`src/design/sha_pkg.sv`:
```
// package for the sha-256 stream hasher: constants, types and round functions
// no dependencies
package sha_pkg;
  localparam logic OP_ABSORB = 1'b0;
  localparam logic OP_FINISH = 1'b1;

  // first padding byte after the message
  localparam logic [7:0] PAD_MARK = 8'h80;

  typedef logic [31:0] word_t;

  // controller commands to the datapath
  typedef struct packed {
    logic load_byte;   // write absorb byte at fill level
    logic pad_byte;    // write padding byte (0x80, zero or length)
    logic pad_first;   // padding byte is the 0x80 marker
    logic pad_len;     // this block carries the length in bytes 56..63
    logic start_comp;  // load working regs from hash state
    logic round;       // one compression round
    logic fold;        // add working regs into hash state
    logic restart;     // back to initial values
  } ctl_cmd_t;

  typedef struct packed {
    logic       buf_full;   // fill level reached 63 before this byte
    logic [6:0] fill;
    logic [5:0] round_idx;
  } dp_status_t;

  function automatic word_t round_k(input logic [5:0] t);
    word_t k [64] = '{
      32'h428a2f98, 32'h71374491, 32'hb5c0fbcf, 32'he9b5dba5, 32'h3956c25b, 32'h59f111f1,
      32'h923f82a4, 32'hab1c5ed5, 32'hd807aa98, 32'h12835b01, 32'h243185be, 32'h550c7dc3,
      32'h72be5d74, 32'h80deb1fe, 32'h9bdc06a7, 32'hc19bf174, 32'he49b69c1, 32'hefbe4786,
      32'h0fc19dc6, 32'h240ca1cc, 32'h2de92c6f, 32'h4a7484aa, 32'h5cb0a9dc, 32'h76f988da,
      32'h983e5152, 32'ha831c66d, 32'hb00327c8, 32'hbf597fc7, 32'hc6e00bf3, 32'hd5a79147,
      32'h06ca6351, 32'h14292967, 32'h27b70a85, 32'h2e1b2138, 32'h4d2c6dfc, 32'h53380d13,
      32'h650a7354, 32'h766a0abb, 32'h81c2c92e, 32'h92722c85, 32'ha2bfe8a1, 32'ha81a664b,
      32'hc24b8b70, 32'hc76c51a3, 32'hd192e819, 32'hd6990624, 32'hf40e3585, 32'h106aa070,
      32'h19a4c116, 32'h1e376c08, 32'h2748774c, 32'h34b0bcb5, 32'h391c0cb3, 32'h4ed8aa4a,
      32'h5b9cca4f, 32'h682e6ff3, 32'h748f82ee, 32'h78a5636f, 32'h84c87814, 32'h8cc70208,
      32'h90befffa, 32'ha4506ceb, 32'hbef9a3f7, 32'hc67178f2};
    return k[t];
  endfunction

  function automatic word_t init_h(input logic [2:0] i);
    word_t h [8] = '{32'h6a09e667, 32'hbb67ae85, 32'h3c6ef372, 32'ha54ff53a,
                     32'h510e527f, 32'h9b05688c, 32'h1f83d9ab, 32'h5be0cd19};
    return h[i];
  endfunction

  function automatic word_t rotr(input word_t v, input int n);
    return (v >> n) | (v << (32 - n));
  endfunction
endpackage

```
`src/design/sha_datapath.sv`:
```
// sha-256 datapath: block buffer, schedule, working registers, hash state
// depends on sha_pkg
module sha_datapath (
  input  logic              clk,
  input  logic              rst_n,
  input  sha_pkg::ctl_cmd_t cmd,
  input  logic [7:0]        byte_in,
  input  logic [2:0]        rd_idx,
  output logic [31:0]       hash_word,
  output sha_pkg::dp_status_t status
);
  import sha_pkg::*;

  // block buffer held as sixteen big-endian words
  logic [31:0] blk_mem [16];
  logic [31:0] w_r [16];
  word_t       hash_r [8];
  word_t       a_r, b_r, c_r, d_r, e_r, f_r, g_r, h_r;
  logic [63:0] bits_r, bits_nxt;
  logic [6:0]  fill_r, fill_nxt;
  logic [5:0]  t_r;
  logic [7:0]  pad_val;
  logic [7:0]  wr_val;
  word_t       w_cur, s0, s1, t1, t2, mw;

  // padding byte: 0x80 first, zeros, then length big-endian in bytes 56..63
  always_comb begin
    pad_val = 8'h00;
    if (cmd.pad_first) pad_val = PAD_MARK;
    else if (cmd.pad_len && fill_r[5:0] >= 6'd56) pad_val = bits_r[8*(63-fill_r[5:0]) +: 8];
  end
  assign wr_val = cmd.load_byte ? byte_in : pad_val;

  // message word from the buffer for the first sixteen rounds
  assign mw = blk_mem[t_r[3:0]];

  always_comb begin
    s0 = rotr(w_r[1], 7) ^ rotr(w_r[1], 18) ^ (w_r[1] >> 3);
    s1 = rotr(w_r[14], 17) ^ rotr(w_r[14], 19) ^ (w_r[14] >> 10);
    w_cur = (t_r < 6'd16) ? mw : (s1 + w_r[9] + s0 + w_r[0]);
    t1 = h_r + (rotr(e_r, 6) ^ rotr(e_r, 11) ^ rotr(e_r, 25)) + ((e_r & f_r) ^ (~e_r & g_r))
         + round_k(t_r) + w_cur;
    t2 = (rotr(a_r, 2) ^ rotr(a_r, 13) ^ rotr(a_r, 22)) + ((a_r & b_r) ^ (a_r & c_r) ^ (b_r & c_r));
  end

  // fill level and bit counter
  always_comb begin
    fill_nxt = fill_r;
    bits_nxt = bits_r;
    if (cmd.load_byte) begin
      bits_nxt = bits_r + 64'd8;
      fill_nxt = (fill_r[5:0] == 6'd63) ? 7'd0 : fill_r + 7'd1;
    end else if (cmd.pad_byte) begin
      fill_nxt = (fill_r[5:0] == 6'd63) ? 7'd0 : fill_r + 7'd1;
    end
    if (cmd.restart) begin
      fill_nxt = 7'd0;
      bits_nxt = 64'd0;
    end
  end

  always_ff @(posedge clk) begin
    if (!rst_n) begin
      fill_r <= 7'd0;
      bits_r <= 64'd0;
      t_r    <= 6'd0;
      for (int i = 0; i < 8; i++) hash_r[i] <= init_h(3'(i));
    end else begin
      fill_r <= fill_nxt;
      bits_r <= bits_nxt;
      if (cmd.start_comp) t_r <= 6'd0;
      else if (cmd.round) t_r <= t_r + 6'd1;
      if (cmd.fold) begin
        hash_r[0] <= hash_r[0] + a_r; hash_r[1] <= hash_r[1] + b_r;
        hash_r[2] <= hash_r[2] + c_r; hash_r[3] <= hash_r[3] + d_r;
        hash_r[4] <= hash_r[4] + e_r; hash_r[5] <= hash_r[5] + f_r;
        hash_r[6] <= hash_r[6] + g_r; hash_r[7] <= hash_r[7] + h_r;
      end else if (cmd.restart) begin
        for (int i = 0; i < 8; i++) hash_r[i] <= init_h(3'(i));
      end
    end
  end

  // block buffer writes, one byte lane at a time
  always_ff @(posedge clk) begin
    if (cmd.load_byte || cmd.pad_byte)
      blk_mem[fill_r[5:2]][8*(3-fill_r[1:0]) +: 8] <= wr_val;
  end

  // working registers and rolling schedule window
  always_ff @(posedge clk) begin
    if (cmd.start_comp) begin
      a_r <= hash_r[0]; b_r <= hash_r[1]; c_r <= hash_r[2]; d_r <= hash_r[3];
      e_r <= hash_r[4]; f_r <= hash_r[5]; g_r <= hash_r[6]; h_r <= hash_r[7];
    end else if (cmd.round) begin
      h_r <= g_r; g_r <= f_r; f_r <= e_r; e_r <= d_r + t1;
      d_r <= c_r; c_r <= b_r; b_r <= a_r; a_r <= t1 + t2;
      for (int i = 0; i < 15; i++) w_r[i] <= w_r[i+1];
      w_r[15] <= w_cur;
    end
  end

  assign hash_word = hash_r[rd_idx];
  assign status.buf_full = (fill_r[5:0] == 6'd63);
  assign status.fill = fill_r;
  assign status.round_idx = t_r;
endmodule

```
`src/design/sha_ctrl.sv`:
```
// sha-256 controller: handshake, padding sequence, rounds, digest output
// depends on sha_pkg
module sha_ctrl (
  input  logic                clk,
  input  logic                rst_n,
  input  logic                in_valid,
  output logic                in_stall,
  input  logic                in_op,
  input  logic                out_stall,
  output logic                out_valid,
  output logic [2:0]          rd_idx,
  input  sha_pkg::dp_status_t status,
  output sha_pkg::ctl_cmd_t   cmd
);
  import sha_pkg::*;

  typedef enum logic [5:0] {
    S_IDLE  = 6'b000001,
    S_PAD   = 6'b000010,
    S_START = 6'b000100,
    S_ROUND = 6'b001000,
    S_FOLD  = 6'b010000,
    S_OUT   = 6'b100000
  } state_t;

  state_t     state_r, state_nxt;
  logic       fin_r, fin_nxt;      // finishing a message
  logic       first_r, first_nxt;  // 0x80 byte not yet written
  logic       last_r, last_nxt;    // block being padded is the length block
  logic [2:0] idx_r, idx_nxt;
  logic       acc;

  assign acc = in_valid && !in_stall;
  assign in_stall = (state_r != S_IDLE);
  assign out_valid = (state_r == S_OUT);
  assign rd_idx = idx_r;

  always_comb begin
    state_nxt = state_r;
    fin_nxt = fin_r; first_nxt = first_r; last_nxt = last_r; idx_nxt = idx_r;
    cmd = '0;
    unique case (state_r)
      S_IDLE: begin
        if (acc) begin
          if (in_op == OP_ABSORB) begin
            cmd.load_byte = 1'b1;
            if (status.buf_full) begin
              state_nxt = S_START; fin_nxt = 1'b0; last_nxt = 1'b0;
            end
          end else begin
            state_nxt = S_PAD; fin_nxt = 1'b1; first_nxt = 1'b1;
          end
        end
      end
      // one pad byte a cycle: 0x80, zeros, then the length
      S_PAD: begin
        cmd.pad_byte = 1'b1;
        first_nxt = 1'b0;
        if (first_r) begin
          // marker past byte 55 pushes the length into an extra block
          cmd.pad_first = 1'b1;
          last_nxt = (status.fill[5:0] < 6'd56);
        end else begin
          cmd.pad_len = last_r;
        end
        if (status.buf_full) state_nxt = S_START;
      end
      S_START: begin
        cmd.start_comp = 1'b1;
        state_nxt = S_ROUND;
      end
      S_ROUND: begin
        cmd.round = 1'b1;
        if (status.round_idx == 6'd63) state_nxt = S_FOLD;
      end
      S_FOLD: begin
        cmd.fold = 1'b1;
        if (!fin_r) state_nxt = S_IDLE;
        else if (last_r) begin
          state_nxt = S_OUT; idx_nxt = 3'd0;
        end else begin
          state_nxt = S_PAD; last_nxt = 1'b1;
        end
      end
      S_OUT: begin
        if (!out_stall) begin
          idx_nxt = idx_r + 3'd1;
          if (idx_r == 3'd7) begin
            cmd.restart = 1'b1; state_nxt = S_IDLE; fin_nxt = 1'b0;
          end
        end
      end
      default: state_nxt = S_IDLE;
    endcase
  end

  always_ff @(posedge clk) begin
    if (!rst_n) begin
      state_r <= S_IDLE; fin_r <= 1'b0; first_r <= 1'b0; last_r <= 1'b0; idx_r <= 3'd0;
    end else begin
      state_r <= state_nxt; fin_r <= fin_nxt; first_r <= first_nxt;
      last_r <= last_nxt; idx_r <= idx_nxt;
    end
  end
endmodule

```
`src/design/sha256_stream_hasher_top.sv`:
```
// sha-256 stream hasher, top level
// joins sha_ctrl and sha_datapath; depends on sha_pkg
//
// usage: each input word is an absorb (in_op 0, byte in in_data_byte) or a
// finish (in_op 1). absorbs are accepted while the 64-byte buffer has
// room; the 64th byte starts a compression (load, 64 rounds, fold)
// during which in_stall is high. a finish writes padding one byte a
// cycle up to the end of the block, compresses, and with 56 or more bytes
// pending pads and compresses a second block. the digest then leaves
// as eight out words, H0 first, word_index 0..7, last_word on the
// eighth; a stall on out_stall holds the word shown. input stays
// stalled until the eighth word is taken, and the hash state then
// returns to the initial values. reset (rst_n low, synchronous)
// empties the buffer, clears the bit counter and loads the initial values.
module sha256_stream_hasher_top (
  input  logic        clk,
  input  logic        rst_n,
  input  logic        in_valid,
  output logic        in_stall,
  input  logic        in_op,
  input  logic [7:0]  in_data_byte,
  output logic        out_valid,
  input  logic        out_stall,
  output logic [31:0] out_digest_word,
  output logic [2:0]  out_word_index,
  output logic        out_last_word
);
  import sha_pkg::*;

  ctl_cmd_t   cmd;
  dp_status_t status;
  logic [2:0] rd_idx;

  sha_ctrl u_ctrl (
    .clk, .rst_n, .in_valid, .in_stall, .in_op, .out_stall, .out_valid,
    .rd_idx, .status, .cmd
  );

  sha_datapath u_dp (
    .clk, .rst_n, .cmd, .byte_in(in_data_byte), .rd_idx,
    .hash_word(out_digest_word), .status
  );

  assign out_word_index = rd_idx;
  assign out_last_word = (rd_idx == 3'd7);
endmodule

```
`config.mk`:
```
export PLATFORM = sky130hd
export DESIGN_NAME = sha256_stream_hasher_top
export DESIGN_NICKNAME = d
export VERILOG_FILES = /design/src/design/sha_pkg.sv /design/src/design/sha_datapath.sv /design/src/design/sha_ctrl.sv /design/src/design/sha256_stream_hasher_top.sv
export SDC_FILE = /design/constraint.sdc
export NUM_CORES = 2
export LEC_CHECK = 0
export BUFFER_PORTS_ARGS = -buffer_cell sky130_fd_sc_hd__buf_2
export CAP_MARGIN = 10
export CORE_AREA = 2 2 336 671
export DETAILED_ROUTE_END_ITERATION = 6
export DIE_AREA = 0 0 338 673
export HOLD_SLACK_MARGIN = 0.02
export SYNTH_ARGS = -nofsm -noshare
export SYNTH_HDL_FRONTEND = slang
export SYNTH_SLANG_ARGS = --single-unit
export TNS_END_PERCENT = 30
```
`constraint.sdc`:
```
create_clock -name clk -period 19.8 [get_ports clk]
set_input_delay 1.98 -clock clk [delete_from_list [all_inputs] [get_ports clk]]
set_output_delay 1.98 -clock clk [all_outputs]
set_load 0.005 [all_outputs]
```
==> impl_metrics.env <==
export IMPL_status="finished, final reports clean"
export IMPL_synth_edf_count=1408
export IMPL_fin_area_um2=97600
export IMPL_grt_pass1_wl_mm=418
export IMPL_r2r_end="u_dp.a_r[30]"
export IMPL_hp_start="u_dp.w_r[15][16]"
export IMPL_worstSetupEndpointType="flip-flop"
export IMPL_finClkSkew_ns=0.0735
export IMPL_avgSynthCellArea_um2=11.9
export IMPL_drive_above_1_share=0.100
export IMPL_clk_latency_ns=0.85
export IMPL_boundaryPins=51
export IMPL_path_max_fanout=4
export IMPL_whs_endpoint="u_dp.w_r[14][16]"
export IMPL_drtIter0Drc=4367
export IMPL_portBuffers=50
export IMPL_hold_class="reg -> reg"
export IMPL_irDropWorstVdd_uv=68.8
export IMPL_synth_net_count=8084
export IMPL_start_kind="flip-flop"
export IMPL_die_area_um2=227000
export IMPL_synth_ff_type="edfxtp_1"
export IMPL_r2r_slack_ns=8.09
export IMPL_hold_depth=0
export IMPL_leakagePower_nw=35.4
export IMPL_num_vias=59800
export IMPL_grt_ovfl_total=0
export IMPL_yosysWarnings=0
export IMPL_wirelength_mm=290
export IMPL_fmax_ghz=0.0854
export IMPL_synthToLayoutAreaGrowth_pct=10.0
export IMPL_slowest_delay_ns=0.63
export IMPL_cts_buffers=156
export IMPL_worstPathArrival_ns=12.26
export IMPL_hold_viol_final=0
export IMPL_routabilityCongestion=1.01
export IMPL_die_h_um=673
export IMPL_routed_via_density=5.68
export IMPL_r2r_cells=40
export IMPL_ant_nets=0
export IMPL_clkTransAtPathRegs_ns=0.09
export IMPL_netlist_area_leader_share=0.477
export IMPL_wire_per_inst_um=27.5
export IMPL_place_area_um2=92400
export IMPL_criticalPathCategory="reg -> reg"
export IMPL_rows=245
export IMPL_setup_viol=0
export IMPL_cp_common_cell="o21ai_0"
export IMPL_grt_pass1_vias=62000
export IMPL_power_density_nw_per_um2=74.5
export IMPL_syn_instance_count=7465
export IMPL_cts_tree="built"
export IMPL_fin_tns_setup_ns=0
export IMPL_report_final_slew_viol_count=0
export IMPL_crit_family="compound AO/OA/AOI/OAI gates"
export IMPL_coreArea_um2=222000
export IMPL_h_tree_depth=4
export IMPL_crit_slowest_cell="o21ai_0"
export IMPL_async_flop_share=0
export IMPL_worst_pin_slew_ns=1.32
export IMPL_timing_rr_start="u_dp.w_r[1][29]"
export IMPL_worstPathRequired_ns=20.35
export IMPL_yosys_top_cells_area="edfxtp_1, mux4_2, ha_1, dfxtp_1, nand2_1"
export IMPL_dr_pass1_iters=7
export IMPL_antenna_found_initial=6
export IMPL_die_x_um=338
export IMPL_cts_resized=0
export IMPL_cts_buffer_depth=4
export IMPL_ys_seq_area_frac=0.526
export IMPL_synth_seq_cells=1628
export IMPL_final_nets=8080
export IMPL_netlist_area_um2=88700
export IMPL_dp_hpwl_mm=220
export IMPL_cp_num_buf_inv=1
export IMPL_period_share=0.591
export IMPL_startpoint="u_dp.w_r[1][29]"
export IMPL_cts_root_buf="clkbuf_16"
export IMPL_start_util=0.399
export IMPL_synth_distinct_cells=86
export IMPL_ctsHoldBuffers=0
export IMPL_period_needed_ns=11.71
export IMPL_drv_cap=0
export IMPL_cts_setup_buffers=0
export IMPL_cts_sinks=1628
export IMPL_drc=0
export IMPL_grtUsageTotal=0.255
export IMPL_grt_max_degree=136
export IMPL_maxSlewHeadroom=0.122
export IMPL_rsz0062_at_grt="false"
export IMPL_yosysTopAreaCell="edfxtp_1"
area by class of cell:
class                      instances  area, um^2
antenna                            4        10.0
fill                           20300      125000
sequential                      1628       46700
multi-input combinational       5102       39300
timing repair buffer             165        1160
tap                             2964        3710
clock buffer                     196        4190
inverter                         408        1540
clock inverter                    76         970
sequential cells by signal, indices dropped and copies added, names as in the netlist, 61 cells and up, named ones only:
signal and cells:
u_dp.hash_r 256, u_dp.bits_r 61, u_dp.blk_mem 512, u_dp.w_r 512
cells in the final DEF (no fill, tap or decap), drive strengths merged, types with 18 or more instances in the layout:
master / n
a31oi: 60
buf: 164
nor2b: 46
o21ai: 330
clkinv: 45
a21boi: 18
fa: 197
edfxtp: 1408
nor2: 475
clkbuf: 197
nor3: 84
mux4: 241
xor2: 197
mux2: 69
mux2i: 27
o21bai: 45
o21a: 64
or3: 47
bufinv: 21
nand2: 1073
and2: 21
ha: 409
a21o: 179
dfxtp: 220
inv: 412
nand3: 95
o211ai: 56
nand4: 32
nand2b: 66
a21oi: 452
xnor2: 413
maj3: 18
o31ai: 27
a211oi: 66
and3: 49
where the power goes:
part / internal, mW / total (mW) / switching, mW
Clock: 1.78 / 3.14 / 1.35
Combinational: 0.156 / 0.416 / 0.260
Sequential: 3.71 / 3.72 / 0.0121
Total: 5.65 / 7.27 / 1.63
worst max-delay path by stage:
stage | endpoint | slack, ns | cells after the start
6_report | u_dp.a_r[30] | 8.09 | 40
2_1_floorplan | u_dp.w_r[0][0] | 5.72 | 3
4_1_cts | u_dp.a_r[30] | 8.20 | 38
3_5_place_dp | u_dp.a_r[30] | 8.27 | 38
5_1_grt | u_dp.a_r[30] | 7.62 | 39
3_3_place_gp | u_dp.a_r[30] | 8.22 | 38
metal layers:
layer  track usage  share of wire  vias to the layer above
met4         0.230           0.11                        4
met3        0.0307          0.039                      833
met1         0.240           0.31                    30100
met2         0.475           0.53                     1837
li1              -              -                    27000
met5             0       0.000097                        -
kinds of logic (layout without fill, tap and decap cells):
group	after synthesis	in the layout	share of synthesized area
adders and majority gates	624	624	0.104
buffers and inverters	735	845	0.0313
DFF	1628	1628	0.526
other	0	4	0
and+or+nand+nor	2074	2074	0.102
AOI/OAI and AO/OA	1457	1457	0.103
xor gates and xnor gates	610	610	0.0602
muxes	337	337	0.0730
stage by stage:
stage / hold slack [ns] / utilization / setup slack, ns / power [mW] / cells
after floorplan: 0.400 / - / 5.72 / 4.08 / 7465
after global placement: 0.400 / 0.416 / 8.22 / 4.21 / 10300
after detailed placement: 0.405 / 0.416 / 8.27 / 4.21 / 10300
after CTS: 0.395 / 0.439 / 8.20 / 7.33 / 10500
after global routing: 0.408 / 0.439 / 7.62 / 7.48 / 10500
final: 0.383 / 0.439 / 8.09 / 7.27 / 10500
cells in the mapped netlist (60+ instances only):
cell type	instances
clkbuf_1	271
mux2_2	69
a21o_1	179
xor2_1	197
fa_1	197
mux4_2	241
xnor2_1	413
nand3_1	94
a211oi_1	66
o21ai_0	329
nand2b_1	66
a21oi_1	452
edfxtp_1	1408
a31oi_1	60
dfxtp_1	220
o21a_1	64
inv_1	403
nand2_1	1072
nor3_1	82
nor2_1	473
ha_1	409
Power figures use the tool's default switching activity.
